File: src/hw/rtl/log_record_deframer_crc32_assert.svh
// ----------------------------------------------------------------------------
// Assertion macros for the log record deframer
// Shared concurrent assertion forms, clocked on the rising edge with the
// active-low reset masking every check.
// ----------------------------------------------------------------------------
`ifndef LOG_RECORD_DEFRAMER_CRC32_ASSERT_SVH
`define LOG_RECORD_DEFRAMER_CRC32_ASSERT_SVH

// The consequent must hold in the same cycle as the antecedent.
`define LRD_ASSERT_SAME(label, clk, rst_n, ante, cons) \
    label: assert property (@(posedge clk) disable iff (!rst_n) (ante) |-> (cons)) \
        else $error("same-cycle assertion failed");

// The consequent must hold in the cycle after the antecedent.
`define LRD_ASSERT_NEXT(label, clk, rst_n, ante, cons) \
    label: assert property (@(posedge clk) disable iff (!rst_n) (ante) |=> (cons)) \
        else $error("next-cycle assertion failed");

`endif

File: src/hw/rtl/lrd_pkg.sv
// ----------------------------------------------------------------------------
// Log record deframer package
// Types, codes and the byte-wise CRC-32 update shared by the deframer modules.
// ----------------------------------------------------------------------------
package lrd_pkg;

    localparam logic [31:0] CRC_POLY   = 32'hEDB8_8320;
    localparam logic [31:0] CRC_INIT   = 32'hFFFF_FFFF;
    localparam int          KEEP_LEN_W = 32;

    typedef enum logic [1:0] {
        PH_LEN  = 2'd0,
        PH_CRC  = 2'd1,
        PH_BODY = 2'd2
    } t_phase;

    typedef enum logic [1:0] {
        KIND_BODY   = 2'd0,
        KIND_ACCEPT = 2'd1,
        KIND_REJECT = 2'd2,
        KIND_END    = 2'd3
    } t_kind;

    typedef struct packed {
        logic [7:0] data_byte;
        logic       end_of_stream;
    } t_in_item;

    typedef struct packed {
        t_kind                 kind;
        logic [7:0]            body_byte;
        logic                  has_byte;
        logic                  partial;
        logic [KEEP_LEN_W-1:0] keep_length;
    } t_out_item;

    function automatic logic [31:0] crc_byte(input logic [31:0] c_in, input logic [7:0] b);
        logic [31:0] c;
        c = c_in ^ {24'd0, b};
        for (int i = 0; i < 8; i++) begin
            if (c[0]) begin
                c = (c >> 1) ^ CRC_POLY;
            end else begin
                c = c >> 1;
            end
        end
        return c;
    endfunction

endpackage

File: src/hw/rtl/lrd_pipe_reg.sv
// ----------------------------------------------------------------------------
// Deframer pipeline register
// One valid/ready register stage that holds a beat and refills in the same
// cycle it is drained, so a stream of beats passes at full rate.
// ----------------------------------------------------------------------------
module lrd_pipe_reg #(
    parameter int WIDTH = 8
) (
    input  logic             i_clk,
    input  logic             i_rst_n,
    input  logic             i_valid,
    output logic             o_ready,
    input  logic [WIDTH-1:0] i_data,
    output logic             o_valid,
    input  logic             i_ready,
    output logic [WIDTH-1:0] o_data
);

    logic             r_valid;
    logic [WIDTH-1:0] r_data;

    assign o_ready = !r_valid || i_ready;
    assign o_valid = r_valid;
    assign o_data  = r_data;

    always_ff @(posedge i_clk) begin
        if (!i_rst_n) begin
            r_valid <= 1'b0;
        end else if (o_ready) begin
            r_valid <= i_valid;
        end
    end

    always_ff @(posedge i_clk) begin
        if (o_ready && i_valid) begin
            r_data <= i_data;
        end
    end

endmodule

File: src/hw/rtl/lrd_core.sv
// ----------------------------------------------------------------------------
// Deframer parser core
// Holds the record parsing state and turns one registered input beat into at
// most one result beat, updating the CRC one byte per cycle while the result side does not stall.
// ----------------------------------------------------------------------------
module lrd_core #(
    parameter int OFFSET_BITS = 32
) (
    input  logic               i_clk,
    input  logic               i_rst_n,
    input  logic               i_item_valid,
    output logic               o_item_ready,
    input  lrd_pkg::t_in_item  i_item,
    output logic               o_res_valid,
    input  logic               i_res_ready,
    output lrd_pkg::t_out_item o_res
);

    localparam int KW     = lrd_pkg::KEEP_LEN_W;
    localparam int KEEP_W = (OFFSET_BITS < KW) ? OFFSET_BITS : KW;

    lrd_pkg::t_phase        r_phase, n_phase;
    logic [1:0]             r_hdr_idx, n_hdr_idx;
    logic [31:0]            r_body_rem, n_body_rem;
    logic [31:0]            r_stored, n_stored;
    logic [31:0]            r_crc, n_crc;
    logic [OFFSET_BITS-1:0] r_stream_off, n_stream_off;
    logic [OFFSET_BITS-1:0] r_good_off, n_good_off;
    logic                   r_halted, n_halted;

    logic                   w_produces;
    logic                   w_finish;
    logic                   w_match;
    logic                   w_take;
    logic [31:0]            w_crc_next;
    logic [OFFSET_BITS-1:0] w_off_inc;
    logic [KW-1:0]          w_keep;
    lrd_pkg::t_out_item     w_res;

    assign w_crc_next = lrd_pkg::crc_byte(r_crc, i_item.data_byte);
    assign w_off_inc  = r_stream_off + {{(OFFSET_BITS-1){1'b0}}, 1'b1};
    assign w_keep     = KW'(r_good_off[KEEP_W-1:0]);

    assign o_item_ready = i_res_ready || !w_produces;
    assign o_res_valid  = i_item_valid && w_produces;
    assign o_res        = w_res;
    assign w_take       = i_item_valid && o_item_ready;

    always_ff @(posedge i_clk) begin
        if (!i_rst_n) begin
            r_phase      <= lrd_pkg::PH_LEN;
            r_hdr_idx    <= 2'd0;
            r_body_rem   <= 32'd0;
            r_stored     <= 32'd0;
            r_crc        <= lrd_pkg::CRC_INIT;
            r_stream_off <= '0;
            r_good_off   <= '0;
            r_halted     <= 1'b0;
        end else if (w_take) begin
            r_phase      <= n_phase;
            r_hdr_idx    <= n_hdr_idx;
            r_body_rem   <= n_body_rem;
            r_stored     <= n_stored;
            r_crc        <= n_crc;
            r_stream_off <= n_stream_off;
            r_good_off   <= n_good_off;
            r_halted     <= n_halted;
        end
    end

    always_comb begin
        n_phase      = r_phase;
        n_hdr_idx    = r_hdr_idx;
        n_body_rem   = r_body_rem;
        n_stored     = r_stored;
        n_crc        = r_crc;
        n_stream_off = r_stream_off;
        n_good_off   = r_good_off;
        n_halted     = r_halted;
        w_produces   = 1'b0;
        w_finish     = 1'b0;
        w_match      = 1'b0;
        w_res.kind        = lrd_pkg::KIND_BODY;
        w_res.body_byte   = 8'd0;
        w_res.has_byte    = 1'b0;
        w_res.partial     = 1'b0;
        w_res.keep_length = '0;

        if (i_item.end_of_stream) begin
            w_produces        = 1'b1;
            w_res.kind        = lrd_pkg::KIND_END;
            w_res.partial     = !r_halted && ((r_phase != lrd_pkg::PH_LEN) || (r_hdr_idx != 2'd0));
            w_res.keep_length = w_keep;
            n_phase      = lrd_pkg::PH_LEN;
            n_hdr_idx    = 2'd0;
            n_body_rem   = 32'd0;
            n_stored     = 32'd0;
            n_crc        = lrd_pkg::CRC_INIT;
            n_stream_off = '0;
            n_good_off   = '0;
            n_halted     = 1'b0;
        end else if (!r_halted) begin
            n_stream_off = w_off_inc;
            unique case (r_phase)
                lrd_pkg::PH_CRC: begin
                    n_stored[{r_hdr_idx, 3'b000} +: 8] = i_item.data_byte;
                    n_hdr_idx = r_hdr_idx + 2'd1;
                    if (r_hdr_idx == 2'd3) begin
                        if (r_body_rem == 32'd0) begin
                            w_produces = 1'b1;
                            w_finish   = 1'b1;
                            w_match    = (~r_crc == n_stored);
                        end else begin
                            n_phase = lrd_pkg::PH_BODY;
                            n_crc   = lrd_pkg::CRC_INIT;
                        end
                    end
                end
                lrd_pkg::PH_BODY: begin
                    n_crc           = w_crc_next;
                    n_body_rem      = r_body_rem - 32'd1;
                    w_produces      = 1'b1;
                    w_res.has_byte  = 1'b1;
                    w_res.body_byte = i_item.data_byte;
                    if (r_body_rem == 32'd1) begin
                        w_finish = 1'b1;
                        w_match  = (~w_crc_next == r_stored);
                    end
                end
                default: begin
                    n_phase = lrd_pkg::PH_LEN;
                    n_body_rem[{r_hdr_idx, 3'b000} +: 8] = i_item.data_byte;
                    n_hdr_idx = r_hdr_idx + 2'd1;
                    if (r_hdr_idx == 2'd3) begin
                        n_phase  = lrd_pkg::PH_CRC;
                        n_stored = 32'd0;
                    end
                end
            endcase

            if (w_finish) begin
                n_phase    = lrd_pkg::PH_LEN;
                n_hdr_idx  = 2'd0;
                n_body_rem = 32'd0;
                n_crc      = lrd_pkg::CRC_INIT;
                if (w_match) begin
                    n_good_off = w_off_inc;
                    n_stored   = 32'd0;
                    w_res.kind = lrd_pkg::KIND_ACCEPT;
                end else begin
                    n_halted   = 1'b1;
                    w_res.kind = lrd_pkg::KIND_REJECT;
                end
            end
        end
    end

endmodule

File: src/hw/rtl/log_record_deframer_crc32.sv
// Path: an accepted beat waits in the input register, the parser core turns it
// into its result and the output register holds that result for the receiver.
// Throughput: one byte per cycle while the receiver keeps i_ready high; the
// byte-wide CRC update sits between the input register and the result register.
// Reset: synchronous, active low, clears the parser state and empties both registers.
// ----------------------------------------------------------------------------
// Log record deframer with CRC-32 check
// Splits a length-prefixed record stream, passes body bytes through, reports
// accepted or rejected records and gives the valid prefix at end of stream.
// ----------------------------------------------------------------------------
`include "log_record_deframer_crc32_assert.svh"

module log_record_deframer_crc32 #(
    parameter int OFFSET_BITS = 32
) (
    input  logic        i_clk,
    input  logic        i_rst_n,
    input  logic        i_valid,
    output logic        o_ready,
    input  logic [7:0]  i_data_byte,
    input  logic        i_end_of_stream,
    output logic        o_valid,
    input  logic        i_ready,
    output logic [1:0]  o_kind,
    output logic [7:0]  o_body_byte,
    output logic        o_has_byte,
    output logic        o_partial,
    output logic [31:0] o_keep_length
);

    localparam int IN_W  = $bits(lrd_pkg::t_in_item);
    localparam int OUT_W = $bits(lrd_pkg::t_out_item);

    lrd_pkg::t_in_item  w_in_beat;
    lrd_pkg::t_in_item  w_item;
    lrd_pkg::t_out_item w_res;
    lrd_pkg::t_out_item w_out;
    logic [IN_W-1:0]    w_item_bits;
    logic [OUT_W-1:0]   w_out_bits;
    logic               w_item_valid;
    logic               w_item_ready;
    logic               w_res_valid;
    logic               w_res_ready;

    assign w_in_beat.data_byte     = i_data_byte;
    assign w_in_beat.end_of_stream = i_end_of_stream;

    lrd_pipe_reg #(
        .WIDTH (IN_W)
    ) u_in_reg (
        .i_clk   (i_clk),
        .i_rst_n (i_rst_n),
        .i_valid (i_valid),
        .o_ready (o_ready),
        .i_data  (w_in_beat),
        .o_valid (w_item_valid),
        .i_ready (w_item_ready),
        .o_data  (w_item_bits)
    );

    assign w_item = lrd_pkg::t_in_item'(w_item_bits);

    lrd_core #(
        .OFFSET_BITS (OFFSET_BITS)
    ) u_core (
        .i_clk        (i_clk),
        .i_rst_n      (i_rst_n),
        .i_item_valid (w_item_valid),
        .o_item_ready (w_item_ready),
        .i_item       (w_item),
        .o_res_valid  (w_res_valid),
        .i_res_ready  (w_res_ready),
        .o_res        (w_res)
    );

    lrd_pipe_reg #(
        .WIDTH (OUT_W)
    ) u_out_reg (
        .i_clk   (i_clk),
        .i_rst_n (i_rst_n),
        .i_valid (w_res_valid),
        .o_ready (w_res_ready),
        .i_data  (w_res),
        .o_valid (o_valid),
        .i_ready (i_ready),
        .o_data  (w_out_bits)
    );

    assign w_out         = lrd_pkg::t_out_item'(w_out_bits);
    assign o_kind        = w_out.kind;
    assign o_body_byte   = w_out.body_byte;
    assign o_has_byte    = w_out.has_byte;
    assign o_partial     = w_out.partial;
    assign o_keep_length = w_out.keep_length;

    `LRD_ASSERT_SAME(a_end_always_reports, i_clk, i_rst_n, w_item_valid && w_item.end_of_stream, w_res_valid)
    `LRD_ASSERT_SAME(a_end_kind_matches, i_clk, i_rst_n, w_res_valid, (w_res.kind == lrd_pkg::KIND_END) == w_item.end_of_stream)
    `LRD_ASSERT_SAME(a_report_fields_clear, i_clk, i_rst_n, o_valid && (o_kind != lrd_pkg::KIND_END), !o_partial && (o_keep_length == 32'd0))
    `LRD_ASSERT_NEXT(a_out_holds_stalled, i_clk, i_rst_n, o_valid && !i_ready, o_valid && $stable(w_out_bits))

endmodule

File: config.mk
export PLATFORM = sky130hd
export DESIGN_NAME = log_record_deframer_crc32
export DESIGN_NICKNAME = d
export VERILOG_FILES = /design/src/hw/rtl/lrd_pkg.sv /design/src/hw/rtl/lrd_pipe_reg.sv /design/src/hw/rtl/lrd_core.sv /design/src/hw/rtl/log_record_deframer_crc32.sv
export VERILOG_INCLUDE_DIRS = /design/src /design/src/hw/rtl
export SDC_FILE = /design/constraint.sdc
export NUM_CORES = 1
export LEC_CHECK = 0
export BUFFER_PORTS_ARGS = -buffer_cell sky130_fd_sc_hd__buf_4
export CELL_PAD_IN_SITES_DETAIL_PLACEMENT = 1
export CELL_PAD_IN_SITES_GLOBAL_PLACEMENT = 1
export CORE_MARGIN = 2
export CORE_UTILIZATION = 45
export CTS_CLUSTER_DIAMETER = 30
export CTS_CLUSTER_SIZE = 28
export DETAILED_ROUTE_END_ITERATION = 10
export PLACE_DENSITY_LB_ADDON = 0.1
export SYNTH_ARGS = -nofsm -noshare
export SYNTH_HDL_FRONTEND = slang
export SYNTH_HIERARCHICAL = 1
export SYNTH_SLANG_ARGS = --single-unit
export TNS_END_PERCENT = 30
File: constraint.sdc
create_clock -name i_clk -period 6.93 [get_ports i_clk]
set_input_delay 2.079 -clock i_clk [delete_from_list [all_inputs] [get_ports i_clk]]
set_output_delay 2.079 -clock i_clk [all_outputs]
set_load 0.02 [all_outputs]
==> flow_summary_export.csv <==
group,metric,value,unit
run_status,status,"completed",
die,die_x,174,um
setup_path,critPathLaunchType,"primary input",
setup_path,critPathCaptureType,"output pin",
die,rows,62,
final_layout,final_net_count,1533,
final_layout,regArea,0.00493,sq mm
timing,hold_viol_final,0,
setup_path,rr_worst_depth,11,
route,vias_per_cell,5.73,
clocking,post_cts_resized,0,
synthesis,synthesis.area,0.0129,sq mm
timing,period_share,80.0,%
setup_path,path_cells,"buf_4 > nand2b_4 > nor3b_1 > o2bb2ai_1 > a21oi_1 > nand2b_4 > buf_4",
synthesis,yosys.area.top_type,"dfxtp_1",
timing,drv_slew,0,
clocking,cts_root_buf,"clkbuf_16",
route,num_vias,11100,
final_layout,num-fill-cells,3330,
global_routing,grt_use_total,26.9,%
final_layout,drive_gt1_share,14.9,%
die,io_pins,59,
timing,period_minus_slack,5.55,ns
placed_design,port_buffers,58,
setup_path,worstReg2RegEnd,"u_core/r_good_off[6]",
pwr,leakagePower,5.65,nW
synthesis,synth_cell_types,87,
synthesis,ys_ff_latch,220,
timing,worst_pin_slew,1.11,ns
placed_design,placed_cells,1834,
synthesis,synth-seq-area-share,38.1,%
synthesis,yosysMostFrequentCell,"dfxtp_1",
synthesis,synth_commonest_cells,"dfxtp_1 (167), nor2_1 (135), a21oi_1 (122), nand2_1 (114), xnor2_1 (109)",
route,ant_nets,0,
clocking,numCtsBuffers,56,
global_routing,grt_max_degree,74,
setup_path,slowest_delay,0.47,ns
clocking,clk_pin_slew,0.05,ns
synthesis,ys_async_sr_fraction,0,%
synthesis,synth.area.top_cells,"dfxtp_1 (26%), edfxtp_1 (12%), xnor2_1 (7.4%)",
timing,hold_ws,0.449,ns
setup_path,required,4.85,ns
final_layout,multi_input_area,0.00751,sq mm
setup_path,slowest_stage,"nor3b_1",
clocking,clk_path_buf_depth,3,
die,initial_utilization,45.3,%
setup_path,cp_data_arrival_time,3.47,ns
worst_hold_path,holdPathStages,2,
setup_path,timing.reg2reg.setup_slack,2.59,ns
pwr,peakVddDrop,0.195,mV
worst_hold_path,hp-start,"u_core/r_good_off[16]",
route,wire_per_inst,21.0,um
synthesis,syn_inst,1471,
placed_design,pre_cts_ws,1.43,ns
synthesis,synth_fp_nets,1496,
route,drtIter0Drc,688,
die,coreArea,0.0285,sq mm
timing,setup_slack,1.38,ns
route,wirelength,40.6,mm
setup_path,path_max_fanout,5,
global_routing,grt_pass1_wl,64.6,mm
worst_hold_path,hold_end,"u_core/r_good_off[16]",
setup_path,path_class,"primary input to output pin",
global_routing,first_global_vias,11500,
clocking,cts_tree,"done",
timing,relSlewSlack,26.0,%
timing,setup_tns,0,ns
die,chipHeight,174,um
final_layout,syn_to_final_growth,19.3,%
synthesis,yosysWarnings,6,
clocking,post_cts_buffers,0,
clocking,clkSinkCount,220,
timing,rsz0062_at_grt,"no",
synthesis,avgSynthCellArea,8.80,sq um
final_layout,antenna_cells,0,
timing,finClkSkew,0.0281,ns
timing,fmax,180,MHz
route,firstDrtPassIters,5,
synthesis,synthDominantCellAreaShare,25.8,%
timing,setup_violations,0,
setup_path,r2r_start,"u_core/r_hdr_idx[0]",
route,remaining_drc_errors,0,
run,cap_violations,0,
placed_design,post-dp-hpwl,26.9,mm
clocking,clkLatencyLatePin,0.58,ns
synthesis,synth_edf_count,53,
worst_hold_path,hold_class,"flip-flop to flip-flop",
clocking,h-tree-depth,2,
placed_design,place.gp.congestion,0.902,
die,dieArea,0.0301,sq mm
clocking,ctsHoldBuffers,0,
final_layout,final_cells,1937,
synthesis,ys.flop_type,"dfxtp_1",
global_routing,antenna_found_initial,0,
global_routing,grt-ovfl-total,0,
pwr,p_per_area,286,mW/mm^2
-- area by class of cell --
type | instances | area share, %
clock buffer | 73 | 10.0
clock inverter | 30 | 2.33
tap | 384 | 3.11
timing repair buffer | 72 | 3.50
inverter | 18 | 0.438
multi-input combinational | 1140 | 48.6
sequential | 220 | 32.0
-- metal layers --
| metal | vias up | wire [um] | track usage [%] | part of all wire, % |
|---|---|---|---|---|
| met5 | - | 0 | 0 | 0 |
| met4 | 0 | 1230 | 9.73 | 3.0 |
| met3 | 89 | 2000 | 5.07 | 4.9 |
| met2 | 259 | 19900 | 46.6 | 49 |
| met1 | 5485 | 17500 | 33.5 | 43 |
| li1 | 5272 | - | - | - |
-- cells in the final DEF, fill, tap and decap left out, types with 51 or more instances in the layout --
master     Yosys  layout
dfxtp_1      167     167
nor2_1       135     135
a21oi_1      122     122
nand2_1      114     114
xnor2_1      109     109
nand3_1       87      87
buf_4          1      72
o21ai_0       70      70
xor2_1        58      58
clkbuf_16      0      56
edfxtp_1      53      53
and2_1        51      51
-- worst max-delay path, delay by kind of cell --
family	cells	cell delay (ns)
AND/OR/NAND/NOR	3	0.83
buffers and inverters	2	0.28
AO/OA/AOI/OAI	2	0.28
-- power breakdown --
| group | total, mW | leakage (nW) | internal, mW | switching [mW] |
|---|---|---|---|---|
| sequential | 1.36 | 1.82 | 1.34 | 0.0242 |
| combinational | 0.484 | 2.91 | 0.182 | 0.302 |
| clock | 2.57 | 0.920 | 1.75 | 0.823 |
| total | 4.42 | 5.65 | 3.27 | 1.15 |
-- registers in the layout, summed over array words and instances (netlist names), 2 cells and up --
register,flops
u_core/r_crc,32
u_core/r_stored,32
u_out_reg/o_data,44
u_core/r_body_rem,32
u_core/r_hdr_idx,2
u_core/r_stream_off,32
u_in_reg/o_data,9
u_core/r_good_off,32
u_core/r_phase,2
-- worst max path at each step --
stage | start | to | slack, ns | cells past startpoint
global route | i_ready | o_ready | 1.27 | 7
finish | i_ready | o_ready | 1.38 | 7
CTS | i_ready | o_ready | 1.40 | 7
global placement | i_ready | o_ready | 1.49 | 7
floorplan | i_ready | o_ready | 1.87 | 5
detailed placement | i_ready | o_ready | 1.43 | 7
-- logic make-up after synthesis --
family | Yosys count | share of synthesized area (%)
and+or+nand+nor | 603 | 23.9
buffers and inverters | 111 | 4.06
DFF | 220 | 38.1
muxes | 7 | 0.551
xor gates and xnor gates | 201 | 16.9
adders and majority gates | 12 | 1.16
AOI/OAI and AO/OA | 317 | 15.3
-- stage by stage --
step           power, mW  util, %  instance area [sq um]
2_1_floorplan       1.73        -                  12900
3_3_place_gp        1.85     47.4                  13500
3_5_place_dp        1.86     47.4                  13500
4_1_cts             4.46     54.1                  15400
5_1_grt             4.57     54.1                  15400
6_report            4.42     54.1                  15400
(Power assumes the default switching activity.)
